[src/sv/ppc_pkg.sv]
// ----------------------------------------------------------------------------
// ppc_pkg
// Shared types and constants for the prime and palindrome checker.
// ----------------------------------------------------------------------------
package ppc_pkg;

  localparam int unsigned RADIX       = 10;
  localparam int unsigned FIRST_PRIME = 2;
  localparam int unsigned FIRST_ODD   = 3;
  localparam int unsigned ODD_STEP    = 2;

  typedef struct packed {
    logic busy;
    logic done;
  } div_stat_t;

endpackage
// ----------------------------------------------------------------------------

[src/sv/prime_palindrome_check.sv]
// ----------------------------------------------------------------------------
// prime_palindrome_check
// Reports whether a signed value is a decimal palindrome, prime, or both.
// ----------------------------------------------------------------------------
// Usage:
//   in_value is taken on a transfer (in_valid high, in_stall low). Only the
//   low VALUE_WIDTH bits count, read as two's complement; negative values
//   give all flags low. in_stall stays high while an item is being worked.
//   The palindrome pass splits the value into decimal digits, one division
//   by ten per digit, and rebuilds the reversed number. The prime pass tests
//   the low bit for a factor of 2 and does trial division by odd d while
//   d*d <= value, the square kept up by adds. Every division runs on one
//   shared divider. The worst case is near 23200 divisions at width 32.
//   Negative values skip both passes and go straight to the finish state.
//   Results sit in an output register until a transfer on out_ (out_valid
//   high, out_stall low); a new item is taken meanwhile, and a finished
//   item waits while out_stall holds the previous one.
//   Reset clears the sequencer and out_valid.
// ----------------------------------------------------------------------------
module prime_palindrome_check #(
  parameter int VALUE_WIDTH = 32
) (
  input  logic        clk,
  input  logic        rst_n,
  input  logic        in_valid,
  output logic        in_stall,
  input  logic [31:0] in_value,
  output logic        out_valid,
  input  logic        out_stall,
  output logic        out_palindrome_flag,
  output logic        out_prime_flag,
  output logic        out_both_flag
);

  localparam int MW = VALUE_WIDTH - 1;
  localparam int RW = MW + 4;
  localparam int DW = MW / 2 + 2;
  localparam int SW = MW + 2;

  typedef enum logic [2:0] {
    ST_IDLE,
    ST_PAL,
    ST_PAL_WAIT,
    ST_PRI_INIT,
    ST_PRI_CHK,
    ST_PRI_WAIT,
    ST_FINISH
  } state_t;

  state_t        state_r, state_nxt;
  logic [MW-1:0] val_r, val_nxt;
  logic [MW-1:0] cur_r, cur_nxt;
  logic [RW-1:0] rev_r, rev_nxt;
  logic [DW-1:0] d_r, d_nxt;
  logic [SW-1:0] sq_r, sq_nxt;
  logic          pal_r, pal_nxt;
  logic          pri_r, pri_nxt;
  logic          out_valid_r, out_valid_nxt;
  logic          out_pal_r, out_pal_nxt;
  logic          out_pri_r, out_pri_nxt;
  logic          out_both_r, out_both_nxt;

  logic               in_fire;
  logic               out_free;
  logic               div_start;
  logic [MW-1:0]      div_dividend;
  logic [MW-1:0]      div_divisor;
  logic [MW-1:0]      div_quotient;
  logic [MW-1:0]      div_remainder;
  ppc_pkg::div_stat_t div_stat;

  assign in_stall = (state_r != ST_IDLE);
  assign in_fire  = in_valid && !in_stall;
  assign out_free = !out_valid_r || !out_stall;

  ppc_div #(
    .WIDTH (MW)
  ) u_div (
    .clk       (clk),
    .rst_n     (rst_n),
    .start     (div_start),
    .dividend  (div_dividend),
    .divisor   (div_divisor),
    .quotient  (div_quotient),
    .remainder (div_remainder),
    .stat      (div_stat)
  );

  always_comb begin
    state_nxt     = state_r;
    val_nxt       = val_r;
    cur_nxt       = cur_r;
    rev_nxt       = rev_r;
    d_nxt         = d_r;
    sq_nxt        = sq_r;
    pal_nxt       = pal_r;
    pri_nxt       = pri_r;
    out_valid_nxt = out_valid_r;
    out_pal_nxt   = out_pal_r;
    out_pri_nxt   = out_pri_r;
    out_both_nxt  = out_both_r;
    div_start     = 1'b0;
    div_dividend  = cur_r;
    div_divisor   = MW'(ppc_pkg::RADIX);

    if (out_valid_r && !out_stall) begin
      out_valid_nxt = 1'b0;
    end

    unique case (state_r)
      ST_IDLE: begin
        if (in_fire) begin
          if (in_value[VALUE_WIDTH-1]) begin
            pal_nxt   = 1'b0;
            pri_nxt   = 1'b0;
            state_nxt = ST_FINISH;
          end else begin
            val_nxt   = in_value[MW-1:0];
            cur_nxt   = in_value[MW-1:0];
            rev_nxt   = '0;
            state_nxt = ST_PAL;
          end
        end
      end
      ST_PAL: begin
        if (cur_r == '0) begin
          pal_nxt   = (rev_r == RW'(val_r));
          state_nxt = ST_PRI_INIT;
        end else begin
          div_start = 1'b1;
          state_nxt = ST_PAL_WAIT;
        end
      end
      ST_PAL_WAIT: begin
        if (div_stat.done) begin
          cur_nxt   = div_quotient;
          rev_nxt   = (rev_r << 3) + (rev_r << 1) + RW'(div_remainder[3:0]);
          state_nxt = ST_PAL;
        end
      end
      ST_PRI_INIT: begin
        if (val_r < MW'(ppc_pkg::FIRST_PRIME)) begin
          pri_nxt   = 1'b0;
          state_nxt = ST_FINISH;
        end else if (val_r == MW'(ppc_pkg::FIRST_PRIME)) begin
          pri_nxt   = 1'b1;
          state_nxt = ST_FINISH;
        end else if (!val_r[0]) begin
          pri_nxt   = 1'b0;
          state_nxt = ST_FINISH;
        end else begin
          d_nxt     = DW'(ppc_pkg::FIRST_ODD);
          sq_nxt    = SW'(ppc_pkg::FIRST_ODD * ppc_pkg::FIRST_ODD);
          state_nxt = ST_PRI_CHK;
        end
      end
      ST_PRI_CHK: begin
        if (sq_r > SW'(val_r)) begin
          pri_nxt   = 1'b1;
          state_nxt = ST_FINISH;
        end else begin
          div_start    = 1'b1;
          div_dividend = val_r;
          div_divisor  = MW'(d_r);
          state_nxt    = ST_PRI_WAIT;
        end
      end
      ST_PRI_WAIT: begin
        if (div_stat.done) begin
          if (div_remainder == '0) begin
            pri_nxt   = 1'b0;
            state_nxt = ST_FINISH;
          end else begin
            // (d+2)^2 = d^2 + 4d + 4
            sq_nxt    = sq_r + SW'({d_r, 2'b00}) + SW'(2 * ppc_pkg::ODD_STEP);
            d_nxt     = d_r + DW'(ppc_pkg::ODD_STEP);
            state_nxt = ST_PRI_CHK;
          end
        end
      end
      ST_FINISH: begin
        if (out_free) begin
          out_valid_nxt = 1'b1;
          out_pal_nxt   = pal_r;
          out_pri_nxt   = pri_r;
          out_both_nxt  = pal_r && pri_r;
          state_nxt     = ST_IDLE;
        end
      end
      default: begin
        state_nxt = ST_IDLE;
      end
    endcase
  end

  always_ff @(posedge clk) begin
    if (!rst_n) begin
      state_r     <= ST_IDLE;
      out_valid_r <= 1'b0;
    end else begin
      state_r     <= state_nxt;
      out_valid_r <= out_valid_nxt;
      val_r       <= val_nxt;
      cur_r       <= cur_nxt;
      rev_r       <= rev_nxt;
      d_r         <= d_nxt;
      sq_r        <= sq_nxt;
      pal_r       <= pal_nxt;
      pri_r       <= pri_nxt;
      out_pal_r   <= out_pal_nxt;
      out_pri_r   <= out_pri_nxt;
      out_both_r  <= out_both_nxt;
    end
  end

  assign out_valid           = out_valid_r;
  assign out_palindrome_flag = out_pal_r;
  assign out_prime_flag      = out_pri_r;
  assign out_both_flag       = out_both_r;

  a_div_idle_on_start: assert property (@(posedge clk) disable iff (!rst_n)
    div_start |-> !div_stat.busy)
    else $error("divider started while busy");

  a_negative_short: assert property (@(posedge clk) disable iff (!rst_n)
    in_fire && in_value[VALUE_WIDTH-1] |=> state_r == ST_FINISH && !pal_r && !pri_r)
    else $error("negative value not short-cut");

  a_both_consistent: assert property (@(posedge clk) disable iff (!rst_n)
    out_valid_r |-> out_both_r == (out_pal_r && out_pri_r))
    else $error("both flag inconsistent");

endmodule
// ----------------------------------------------------------------------------

[src/sv/ppc_div.sv]
// ----------------------------------------------------------------------------
// ppc_div
// Restoring radix-2 divider, one quotient bit per cycle, shared by the
// digit split and the trial division.
// ----------------------------------------------------------------------------
module ppc_div #(
  parameter int WIDTH = 31
) (
  input  logic                clk,
  input  logic                rst_n,
  input  logic                start,
  input  logic [WIDTH-1:0]    dividend,
  input  logic [WIDTH-1:0]    divisor,
  output logic [WIDTH-1:0]    quotient,
  output logic [WIDTH-1:0]    remainder,
  output ppc_pkg::div_stat_t  stat
);

  localparam int CW = $clog2(WIDTH + 1);

  logic             busy_r;
  logic             done_r;
  logic [CW-1:0]    cnt_r;
  logic [WIDTH-1:0] quo_r;
  logic [WIDTH-1:0] rem_r;
  logic [WIDTH-1:0] dvs_r;
  logic [WIDTH:0]   shifted;
  logic [WIDTH:0]   diff;
  logic             fits;

  always_comb begin
    shifted = {rem_r, quo_r[WIDTH-1]};
    fits    = shifted >= {1'b0, dvs_r};
    diff    = shifted - {1'b0, dvs_r};
  end

  always_ff @(posedge clk) begin
    if (!rst_n) begin
      busy_r <= 1'b0;
      done_r <= 1'b0;
    end else begin
      done_r <= 1'b0;
      if (start) begin
        busy_r <= 1'b1;
        cnt_r  <= CW'(WIDTH);
        quo_r  <= dividend;
        rem_r  <= '0;
        dvs_r  <= divisor;
      end else if (busy_r) begin
        if (fits) begin
          rem_r <= diff[WIDTH-1:0];
          quo_r <= {quo_r[WIDTH-2:0], 1'b1};
        end else begin
          rem_r <= shifted[WIDTH-1:0];
          quo_r <= {quo_r[WIDTH-2:0], 1'b0};
        end
        cnt_r <= cnt_r - CW'(1);
        if (cnt_r == CW'(1)) begin
          busy_r <= 1'b0;
          done_r <= 1'b1;
        end
      end
    end
  end

  assign quotient  = quo_r;
  assign remainder = rem_r;
  assign stat.busy = busy_r;
  assign stat.done = done_r;

  a_start_busy: assert property (@(posedge clk) disable iff (!rst_n)
    start |=> busy_r)
    else $error("divider not busy after start");

  a_done_after_busy: assert property (@(posedge clk) disable iff (!rst_n)
    done_r |-> $past(busy_r) && !busy_r)
    else $error("divider done without a finished run");

endmodule
// ----------------------------------------------------------------------------
[config.mk]
export PLATFORM = sky130hd
export DESIGN_NAME = prime_palindrome_check
export DESIGN_NICKNAME = d
export VERILOG_FILES = /design/src/sv/ppc_pkg.sv /design/src/sv/prime_palindrome_check.sv /design/src/sv/ppc_div.sv
export SDC_FILE = /design/constraint.sdc
export NUM_CORES = 1
export LEC_CHECK = 0
export BUFFER_PORTS_ARGS = -buffer_cell sky130_fd_sc_hd__buf_2
export CAP_MARGIN = 20
export CORE_MARGIN = 1.5
export CORE_UTILIZATION = 58
export DETAILED_ROUTE_END_ITERATION = 16
export GPL_TIMING_DRIVEN = 0
export PLACE_DENSITY = 0.77
export SLEW_MARGIN = 5
export SYNTH_ARGS = -nofsm -noshare
export SYNTH_HDL_FRONTEND = slang
export SYNTH_SLANG_ARGS = --single-unit
[constraint.sdc]
create_clock -name clk -period 5 [get_ports clk]
set_clock_uncertainty 0.15 [all_clocks]
set_input_delay 0.25 -clock clk [delete_from_list [all_inputs] [get_ports clk]]
set_output_delay 0.25 -clock clk [all_outputs]
set_load 0.05 [all_outputs]
Word-level counts from Yosys, hierarchy flattened. Index checks and enable logic that the tools add are counted.

Add/sub/neg operators: 7. Order comparisons: 3. Equality and inequality tests: 23. Mux-type cells: 61. Bitwise gates (word level): 4. Reduce and logical (&&, ||, !) cells: 27.

Operator list (count): 31-bit 2-to-1 mux (9); 33-bit 2-to-1 mux (5); 35-bit 2-to-1 mux (3); 17-bit 2-to-1 mux (5); 35-bit case mux with 2 select lines (1); 33-bit case mux with 2 select lines (1); 31-bit logical NOT (2); 31-bit case mux with 2 select lines (1); 35-bit adder (1); 35-bit by 4-bit adder with 35-bit output (1); 35-bit by 31-bit == test with 1-bit output (1); 17-bit case mux with 2 select lines (1); 33-bit by 19-bit adder with 33-bit output (1); 33-bit by 3-bit adder with 33-bit output, second input constant (1); 33-bit by 31-bit greater-than comparator with 1-bit output (1); 32-bit by 31-bit greater-or-equal comparator with 1-bit output (1); 31-bit by 2-bit == test with 1-bit output, second input constant (1); 31-bit by 2-bit < comparator with 1-bit output, second input constant (1); 31-bit subtractor (1); 2-bit inequality test, second input constant (11); 3-bit case mux with 7 select lines (1); 1-bit 2-to-1 mux (20); 17-bit by 2-bit adder with 17-bit output, second input constant (1); 3-bit 2-to-1 mux (5); 27 further kinds (49).

Flip-flop bits (word level): 256. Word-level logic and storage cells: 144.

Logic depth before layout (Yosys ltp). Gate-level depths: netlist of the first run.

Depth after elaboration: 5. Gate-level depth with buffers: 14.

Hierarchy. A second synthesis of the first run with hierarchy kept.

Cells, all modules: 1639. Area, all modules: 16538.4 sq um.

By module, submodules not included: prime_palindrome_check (times used 1, cells each 1120, area an instance 10802.9 sq um); ppc_div (times used 1, cells each 519, area an instance 5735.5 sq um).

Worst setup path after synthesis of the first run. No wires, ideal clock.

Path kind: register to register. Start: register val_r[13]. End: register u_div.cnt_r[0], enable pin. Library setup time: 0.430 ns. Arrival: 4.216 ns. Required time: 4.420 ns. Setup slack: 0.204 ns. Stages on the path, launching flop included: 12. Buffers on the path: 2. Period minus slack after synthesis: 4.796 ns. Cells stage by stage: edfxtp_1 inv_1 ha_1 or4_1 a211oi_1 o221ai_1 a211o_1 a21boi_1 or2_2 clkbuf_1 buf_2 o21a_1.

Longest elaborated chain between the ends: 5.

RTL lines: from (decl) (RTL line prime_palindrome_check.sv:51) `logic [MW-1:0] val_r, val_nxt;`; from (signal assigned) (RTL line prime_palindrome_check.sv:203) `val_r <= val_nxt;`; 33-bit by 31-bit greater-than comparator with 1-bit output (RTL line prime_palindrome_check.sv:158) `if (sq_r > SW'(val_r)) begin`; 1-bit 2-to-1 mux (RTL line prime_palindrome_check.sv:158); 1-bit case mux with 2 select lines (RTL line prime_palindrome_check.sv:110) `unique case (state_r)`; 2-bit nonzero test (no line); 2-bit AND reduction (no line); to (signal assigned) (RTL line ppc_div.sv:45) `cnt_r <= CW'(WIDTH);`; to (signal assigned) (RTL line ppc_div.sv:57) `cnt_r <= cnt_r - CW'(1);`; to (decl) (RTL line ppc_div.sv:23) `logic [CW-1:0] cnt_r;`.

Every way passes these cells. A chain may end at the register's enable or synchronous reset.

Final worst setup path of the first run.
Start: register val_r[26]. End: register u_div.quo_r[25], in the netlist u_div.quotient[25], enable pin.

Longest elaborated chain between the ends: 5.

RTL lines: 33-bit by 31-bit greater-than comparator with 1-bit output (RTL line prime_palindrome_check.sv:158); 1-bit 2-to-1 mux (RTL line prime_palindrome_check.sv:158); 1-bit case mux with 2 select lines (RTL line prime_palindrome_check.sv:110); 2-bit nonzero test (no line); 2-bit AND reduction (no line); to (signal assigned) (RTL line ppc_div.sv:46) `quo_r <= dividend;`; to (signal assigned) (RTL line ppc_div.sv:52) `quo_r <= {quo_r[WIDTH-2:0], 1'b1};`; to (signal assigned) (RTL line ppc_div.sv:55) `quo_r <= {quo_r[WIDTH-2:0], 1'b0};`; to (decl) (RTL line ppc_div.sv:24) `logic [WIDTH-1:0] quo_r;`.

Every way passes these cells.

==> Flow_metrics.wiki, run 1 <==
{| class="wikitable"
! Metric !! Value
|-
| Unrepaired setup endpoints after global routing || false
|-
| First-iteration detailed-routing DRC count || between 1000 and 1500
|-
| Placeable core region || 25910 um2
|-
| Initial antenna violation count || 0
|-
| Type of element capturing the critical path || register
|-
| Worst-margin pin slew || ~0.90 ns
|-
| Aggregate routed wire length || 39280 um
|-
| Via density per instance || between 6 and 7
|-
| Post-placement cell area || 16030 um2
|-
| Count of buffers inserted at the top-level ports || 40
|-
| Clock tree root driver cell || sky130_fd_sc_hd__clkbuf_16
|-
| Vias after detailed routing || approximately 12000
|-
| Total clock buffers created by CTS || 27
|-
| Highest attainable clock frequency || 208.6 MHz
|-
| Overflow left after global routing || 0
|-
| Clock latency on the worst-skew pair || ~0.55 ns
|-
| Post-route standard cell area excluding fillers || 17280 um2
|-
| Number of nets in the synthesized netlist || 1705
|-
| Register-to-register setup slack || between 0.2 and 0.25 ns
|-
| Final-report max-slew violation count || 0
|-
| Category of the most critical setup path || register to register
|-
| Largest net degree at the start of global routing || 46
|-
| Sequential share of the synthesized area || 0.4641
|-
| Cells after synthesis || around 1500
|-
| Critical path fanouts, max || 45
|-
| Top_reg_cell synth || sky130_fd_sc_hd__edfxtp_1
|-
| Via count of the first global-routing pass || 11952
|-
| Area overhead of the layout relative to synthesis || 13.14%
|-
| Number of buffers between clock root and the deepest sink || 3
|-
| Class of the most critical hold timing path || input port to register
|-
| Global-route wire length before repair || 62220 um
|-
| Netlist area before placement || roughly 15000 um2
|-
| Routability congestion estimate from global placement || just over 0.9
|-
| Number of I/O pins || just over 40
|-
| Number of enable flip-flop cells after synthesis || 232
|-
| Routed wire per std cell || roughly 20 um
|-
| Number of nets with antenna violations after routing || 0
|-
| Flop and latch count out of synthesis || roughly 240
|-
| Crit path DAT || around 5 ns
|-
| Die width || between 150 and 200 um
|-
| Maximum ir drop on the vdd rail || roughly 0.33 mV
|-
| Pre-antenna DRT Iters || 6
|-
| Power Dens Cells || approximately 420 nW/um2
|-
| Global-route total usage across every layer || 0.2944
|-
| NumNets Final || 1812
|-
| Final routed DRC violation total || 0
|-
| Critical path required time || a little over 5 ns
|-
| Number of rows in the core area || 59
|-
| Die outline area || around 27000 um2
|-
| Library cells used by synthesis || 75
|-
| Initial standard-cell utilization of the core || 0.5893
|-
| TritonCTS clock tree || yes
|-
| Number of hold violations in the final report || 0
|-
| Number of max-cap violations || 0
|-
| Final-report setup violation count || 0
|-
| Relative slew slack || 0.3977
|-
| Final clock period utilization by the worst path || 0.9589
|-
| Clock transition at path regs || 0.06 ns
|-
| Total power after layout || 7307 uW
|-
| Sum of net half-perimeters after detailed placement || between 20000 and 30000 um
|-
| Leakage power summed over all cells || ~0.0071 uW
|-
| Status || finished clean
|-
| Fraction of final layout cells sized beyond drive strength 1 || 0.07160
|-
| Mean area per synthesized cell || 10.04 um2
|-
| Final critical-path required period || 4.794 ns
|-
| Die span in y || 165.3 um
|-
| Number of H-tree branching levels || 1
|-
| Async S/R FF share, synth || 0
|-
| Launching element type of the critical path || register
|-
| Sinks on the clock net || 238
|-
| Synth warnings || 0
|}
flip-flops by register name (all words and copies together) (netlist names), 3 cells and up:
register         count
u_div.cnt_r          5
u_div.remainder     31
rev_r               35
state_r              3
val_r               31
sq_r                30
cur_r               31
u_div.quotient      31
u_div.dvs_r         17
d_r                 16
final timing paths:
| check | startpoint | to | depth (start not counted) |
|---|---|---|---|
| setup / recovery | val_r[26]$_DFFE_PP_ | u_div.quotient[25]$_DFFE_PP_ | 13 |
| hold / removal | rst_n | pal_r$_SDFFCE_PN0P_ | 3 |
| setup reg to reg | val_r[26]$_DFFE_PP_ | u_div.quotient[25]$_DFFE_PP_ | 13 |
| hold reg to reg | pal_r$_SDFFCE_PN0P_ | out_palindrome_flag$_DFFE_PP_ | 0 |
repair_timing:
item	in CTS	in global routing
hold buffers	33	0
hold endpoints to repair	64	0
gates resized for setup	0	2
setup buffers	0	0
endpoints found under the setup margin	0	62
final cells by class:
type                       instances  area, um2
clock inverter                    18      221.5
buffer                            50      211.5
clock buffer                      31      690.7
timing repair buffer              78      640.6
tap                              335      419.2
inverter                          80      300.3
antenna                            1      2.502
sequential                       238       7087
multi-input combinational       1153       7704
fill                            1960       8635
cells by family after synthesis:
group                      Yosys count  synth area share
adders and majority gates          148            0.1232
AOI/OAI and AO/OA                  297            0.1285
and+or+nand+nor                    592            0.1840
xor gates and xnor gates           114           0.06539
buffers and inverters              130           0.03351
muxes                                2          0.001311
DFF                                238            0.4641
worst max-delay path, cell delays in order, from the launching register on:
cell	delay (ns)
sky130_fd_sc_hd__edfxtp_1	0.61
sky130_fd_sc_hd__inv_1	0.10
sky130_fd_sc_hd__ha_1	0.31
sky130_fd_sc_hd__nand4_1	0.07
sky130_fd_sc_hd__or4_1	0.50
sky130_fd_sc_hd__nor3_1	0.33
sky130_fd_sc_hd__and4_1	0.28
sky130_fd_sc_hd__inv_1	0.09
sky130_fd_sc_hd__a21boi_2	0.45
sky130_fd_sc_hd__or2_2	0.20
sky130_fd_sc_hd__clkbuf_1	0.27
sky130_fd_sc_hd__buf_2	0.33
sky130_fd_sc_hd__o21a_4	0.40
sky130_fd_sc_hd__buf_16	0.29
power breakdown:
group          total (uW)  leakage (uW)  switching [uW]  internal (uW)
Sequential           2890       0.00221             224           2660
Combinational        2360       0.00443            1510            854
Clock                2060      0.000441             815           1250
cells in the final DEF (no fill, tap or decap), types with 6 or more instances in the layout:
cell                            synthesis  final
sky130_fd_sc_hd__ha_1                 144    144
sky130_fd_sc_hd__nand4_1               29     29
sky130_fd_sc_hd__nand3_1               27     27
sky130_fd_sc_hd__nor3b_1                6      6
sky130_fd_sc_hd__clkbuf_16              0     27
sky130_fd_sc_hd__a22oi_1               31     31
sky130_fd_sc_hd__a31oi_1                7      7
sky130_fd_sc_hd__buf_2                  4     44
sky130_fd_sc_hd__o31ai_1                6      6
sky130_fd_sc_hd__dfxtp_1                6      6
sky130_fd_sc_hd__xnor2_1               55     55
sky130_fd_sc_hd__inv_1                 80     80
sky130_fd_sc_hd__and2_1                23     22
sky130_fd_sc_hd__o21a_1                14     13
sky130_fd_sc_hd__xor2_1                59     59
sky130_fd_sc_hd__clkbuf_1              42     46
sky130_fd_sc_hd__nand2_1              243    243
sky130_fd_sc_hd__edfxtp_1             232    232
sky130_fd_sc_hd__a211oi_1              14     14
sky130_fd_sc_hd__nor4_1                29     29
sky130_fd_sc_hd__o21ai_0               46     46
sky130_fd_sc_hd__or3_1                 16     16
sky130_fd_sc_hd__and3_1                13     13
sky130_fd_sc_hd__a21o_1                43     43
sky130_fd_sc_hd__nor2b_1               10     10
sky130_fd_sc_hd__dlygate4sd3_1          0     33
sky130_fd_sc_hd__a21oi_1               86     85
sky130_fd_sc_hd__nor3_1                31     31
sky130_fd_sc_hd__nand2b_1              10     10
sky130_fd_sc_hd__nor2_1               120    119
metrics by stage:
stage | worst slack [ns] | util | instances | setup TNS [ns] | hold slack, ns
5_1_grt | 0.08266 | 0.6667 | 1983 | 0 | 0.03542
6_report | 0.2056 | 0.6668 | 1984 | 0 | 0.05482
2_1_floorplan | 0.2043 | - | 1521 | 0 | 0.1989
3_5_place_dp | 0.1272 | 0.6185 | 1901 | 0 | 0.2838
4_1_cts | 0.06201 | 0.6665 | 1983 | 0 | 0.01003
3_3_place_gp | -1.621 | 0.6132 | 1896 | -189.84 | 0.2746
cells in the mapped netlist (5+ instances only):
| cell type | number | area share |
|---|---|---|
| sky130_fd_sc_hd__clkbuf_1 | 42 | 0.010 |
| sky130_fd_sc_hd__or4_1 | 5 | 0.0025 |
| sky130_fd_sc_hd__nand4_1 | 29 | 0.012 |
| sky130_fd_sc_hd__a211oi_1 | 14 | 0.0069 |
| sky130_fd_sc_hd__and2_1 | 23 | 0.0094 |
| sky130_fd_sc_hd__a31oi_1 | 7 | 0.0029 |
| sky130_fd_sc_hd__nand3_1 | 27 | 0.0088 |
| sky130_fd_sc_hd__nor2_1 | 120 | 0.029 |
| sky130_fd_sc_hd__inv_1 | 80 | 0.020 |
| sky130_fd_sc_hd__edfxtp_1 | 232 | 0.46 |
| sky130_fd_sc_hd__o31ai_1 | 6 | 0.0029 |
| sky130_fd_sc_hd__or2_2 | 5 | 0.0020 |
| sky130_fd_sc_hd__o211ai_1 | 5 | 0.0025 |
| sky130_fd_sc_hd__ha_1 | 144 | 0.12 |
| sky130_fd_sc_hd__or3_1 | 16 | 0.0066 |
| sky130_fd_sc_hd__a22oi_1 | 31 | 0.015 |
| sky130_fd_sc_hd__nand2b_1 | 10 | 0.0041 |
| sky130_fd_sc_hd__a21o_1 | 43 | 0.021 |
| sky130_fd_sc_hd__o21ai_0 | 46 | 0.015 |
| sky130_fd_sc_hd__o21a_1 | 14 | 0.0069 |
| sky130_fd_sc_hd__dfxtp_1 | 6 | 0.0079 |
| sky130_fd_sc_hd__a21oi_1 | 86 | 0.028 |
| sky130_fd_sc_hd__xnor2_1 | 55 | 0.032 |
| sky130_fd_sc_hd__nor2b_1 | 10 | 0.0041 |
| sky130_fd_sc_hd__xor2_1 | 59 | 0.034 |
| sky130_fd_sc_hd__o21bai_1 | 5 | 0.0025 |
| sky130_fd_sc_hd__nand2_1 | 243 | 0.060 |
| sky130_fd_sc_hd__and4_1 | 5 | 0.0029 |
| sky130_fd_sc_hd__nor4_1 | 29 | 0.012 |
| sky130_fd_sc_hd__nor3_1 | 31 | 0.010 |
| sky130_fd_sc_hd__nor3b_1 | 6 | 0.0029 |
| sky130_fd_sc_hd__and3_1 | 13 | 0.0053 |
layer usage:
| layer | GRT usage | wire [um] | up-vias |
|---|---|---|---|
| li1 | - | - | 5763 |
| met1 | 0.3965 | 16590 | 5800 |
| met2 | 0.4785 | 18030 | 532 |
| met3 | 0.05120 | 3241 | 100 |
| met4 | 0.1024 | 1411 | 0 |
| met5 | 0.01515 | 0 | - |
(Power assumes the default switching activity.)
==> run 2: changes to the inputs <==
==> constraint.sdc (replaced) <==
create_clock -name clk -period 5 [get_ports clk]
set_clock_uncertainty 0.15 [all_clocks]
set_input_delay 0.75 -clock clk [delete_from_list [all_inputs] [get_ports clk]]
set_output_delay 0.75 -clock clk [all_outputs]
set_load 0.05 [all_outputs]
==> Flow_metrics.wiki, run 2 (synthesized netlist as in run 1, its figures left out) <==
{| class="wikitable"
! Metric !! Value
|-
| Status || finished clean (unchanged)
|-
| Final-report max-slew violation count || 0 (unchanged)
|-
| Number of buffers inserted for hold repair after clock tree synthesis || 0 (was 33)
|-
| Maximum ir drop on the vdd rail || 0.3350 mV (was 0.3329 mV)
|-
| Final-report setup violation count || 0 (unchanged)
|-
| Routability congestion estimate from global placement || 0.9178 (unchanged)
|-
| Number of hold violations in the final report || 0 (unchanged)
|-
| Number of cells after detailed placement || 1901 (unchanged)
|-
| Placeable core region || 25910 um2 (unchanged)
|-
| Type of element capturing the critical path || register (unchanged)
|-
| Pre-antenna DRT Iters || 5 (was 6)
|-
| Overflow left after global routing || 0 (unchanged)
|-
| Cell-internal power || 4745 uW (was 4762 uW)
|-
| CP cell instances || inv_1 -> ha_1 -> nand4_1 -> or4_1 -> nor3_1 -> and4_1 -> inv_1 -> a21boi_2 -> or2_2 -> clkbuf_1 -> buf_2 -> o21a_4 -> buf_16 (unchanged)
|-
| Power Dens Cells || 428.7 nW/um2 (was 423.0 nW/um2)
|-
| Die width || 165.3 um (unchanged)
|-
| Number of rows in the core area || 59 (unchanged)
|-
| Highest attainable clock frequency || 207.5 MHz (was 208.6 MHz)
|-
| Largest net degree at the start of global routing || 46 (unchanged)
|-
| Commonest non-fill, non-tap cells in the layout || sky130_fd_sc_hd__nand2_1 (243), sky130_fd_sc_hd__edfxtp_1 (232), sky130_fd_sc_hd__ha_1 (144), sky130_fd_sc_hd__nor2_1 (119), sky130_fd_sc_hd__a21oi_1 (85) (unchanged)
|-
| NumNets Final || 1779 (was 1812)
|-
| Aggregate routed wire length || 38240 um (was 39280 um)
|-
| Die span in y || 165.3 um (unchanged)
|-
| Fillers || 2005 (was 1960)
|-
| Number of non-filler instances in the completed layout || 1950 (was 1984)
|-
| Sum of net half-perimeters after detailed placement || 28380 um (unchanged)
|-
| Worst-margin pin slew || 0.8781 ns (was 0.9035 ns)
|-
| Via density per instance || 6.147 (about the same)
|-
| Final critical-path required period || 4.819 ns (was 4.794 ns)
|-
| Worst Hold Slack || 0.2406 ns (was 0.05482 ns)
|-
| Sequential fraction of design power || 0.397 (was 0.395)
|-
| Number of I/O pins || 41 (unchanged)
|-
| Largest register FFs || 35 (unchanged)
|-
| Number of buffers between clock root and the deepest sink || 3 (unchanged)
|-
| Critical path fanouts, max || 45 (unchanged)
|-
| Count of buffers inserted at the top-level ports || 40 (unchanged)
|-
| Net switching component of the power || 2520 uW (was 2545 uW)
|-
| Resize count post-CTS || 0 (unchanged)
|-
| Category of the most critical setup path || register to register (unchanged)
|-
| TritonCTS clock tree || yes (unchanged)
|-
| Crit path DAT || 4.88 ns (was 4.87 ns)
|-
| Number of max-cap violations || 0 (unchanged)
|-
| Sinks on the clock net || 238 (unchanged)
|-
| Number of buffers inserted to repair setup after CTS || 0 (unchanged)
|-
| Initial antenna violation count || 0 (unchanged)
|-
| Total power after layout || 7265 uW (was 7307 uW)
|-
| Clock tree root driver cell || sky130_fd_sc_hd__clkbuf_16 (unchanged)
|-
| First-iteration detailed-routing DRC count || 1131 (was 1176)
|-
| Number of H-tree branching levels || 1 (unchanged)
|-
| Number of nets with antenna violations after routing || 0 (unchanged)
|-
| Global-route total usage across every layer || 0.2879 (was 0.2944)
|-
| Area overhead of the layout relative to synthesis || 10.96% (was 13.14%)
|-
| Clock transition at path regs || 0.06 ns (about the same)
|-
| Launching element type of the critical path || register (unchanged)
|-
| Most common library cell in the layout ignoring fill and taps || sky130_fd_sc_hd__nand2_1 (unchanged)
|-
| Unrepaired setup endpoints after global routing || false (unchanged)
|-
| Total clock buffers created by CTS || 27 (unchanged)
|-
| Critical path required time || 5.06 ns (was 5.08 ns)
|-
| Global-route wire length before repair || 60940 um (was 62220 um)
|-
| Final total negative setup slack || 0 ns (unchanged)
|-
| Critical-path cell with the highest stage delay || sky130_fd_sc_hd__edfxtp_1 (unchanged)
|-
| Vias after detailed routing || 11987 (was 12195)
|-
| Library cell appearing most often on the critical path || sky130_fd_sc_hd__inv_1 (unchanged)
|-
| Final routed DRC violation total || 0 (unchanged)
|-
| Routed wire per std cell || 19.61 um (was 19.80 um)
|-
| Via count of the first global-routing pass || 11728 (was 11952)
|-
| Part of the total power dissipated in the clock network || 0.283 (was 0.282)
|-
| Number of inserted diodes || 0 (was 1)
|-
| Slowest cell delay on critical path || 0.61 ns (about the same)
|-
| Clock latency on the worst-skew pair || 0.55 ns (about the same)
|-
| Fraction of final layout cells sized beyond drive strength 1 || 0.07307 (was 0.07160)
|-
| Net Sw Frac || 0.3468 (was 0.3483)
|-
| Leakage power summed over all cells || 0.006944 uW (was 0.007081 uW)
|-
| Register-to-register setup slack || 0.18 ns (was 0.21 ns)
|-
| Class of the most critical hold timing path || input port to register (unchanged)
|-
| Register ranked first by flip-flop count || rev_r (unchanged)
|-
| Final clock period utilization by the worst path || 0.9639 (was 0.9589)
|-
| Initial standard-cell utilization of the core || 0.5893 (unchanged)
|-
| Die outline area || 27310 um2 (unchanged)
|-
| Proportion of power drawn by combinational gates || 0.320 (was 0.323)
|-
| Relative slew slack || 0.4133 (was 0.3977)
|}
==> run 2: final cells by class <==
type                    count  area (um2)  area share
plain buffers              50       211.5     0.01248
clock buffers              31       690.7     0.04076
repair buffers             45       310.3     0.01831
well taps                 335       419.2     0.02474
flip-flops and latches    238        7087      0.4183
inverters                  80       300.3     0.01772
multi-input cells        1153        7704      0.4547
clock inverters            18       221.5     0.01307
==> run 2: routing by layer <==
| layer | GRT usage | routed length [um] | up-vias |
|---|---|---|---|
| li1 | - | - | 5698 |
| met1 | 0.3947 | 16230 | 5696 |
| met2 | 0.4582 | 17400 | 507 |
| met3 | 0.04945 | 3263 | 86 |
| met4 | 0.1044 | 1343 | 0 |
| met5 | 0.01515 | 0 | - |
==> run 2: final timing paths <==
check                                    startpoint                             to  cells after the start
worst max-delay path            val_r[26]$_DFFE_PP_    u_div.quotient[1]$_DFFE_PP_                     13
worst min register to register  pal_r$_SDFFCE_PN0P_  out_palindrome_flag$_DFFE_PP_                      0
worst min-delay path                   in_value[19]            val_r[19]$_DFFE_PP_                      1
worst max register to register  val_r[26]$_DFFE_PP_    u_div.quotient[1]$_DFFE_PP_                     13
==> run 2: through the flow <==
| step | utilization | worst slack, ns | area [um2] |
|---|---|---|---|
| after floorplan | - | 0.2043 | 15270 |
| after global placement | 0.6132 | -1.621 | 15890 |
| after detailed placement | 0.6185 | 0.1272 | 16030 |
| after CTS | 0.6537 | 0.06201 | 16940 |
| after global routing | 0.6539 | 0.07828 | 16940 |
| final | 0.6539 | 0.1806 | 16940 |
==> run 2: critical path, delay by kind of cell (launching register included) <==
family | cells | cell delay [ns]
AND/OR/NAND/NOR | 5 | 1.39
buffers and inverters | 5 | 1.13
AO/OA/AOI/OAI | 2 | 0.86
flip-flops | 1 | 0.61
adder cells (fa/ha/maj) | 1 | 0.32
==> run 2: power by group through the flow <==
stage	combinational, uW	sequential, uW	clock [uW]
global placement	2160	2940	0
finish	2330	2880	2050
global route	2610	2910	2150
CTS	2300	2880	2070
floorplan	1690	2840	0
detailed placement	2280	2910	0
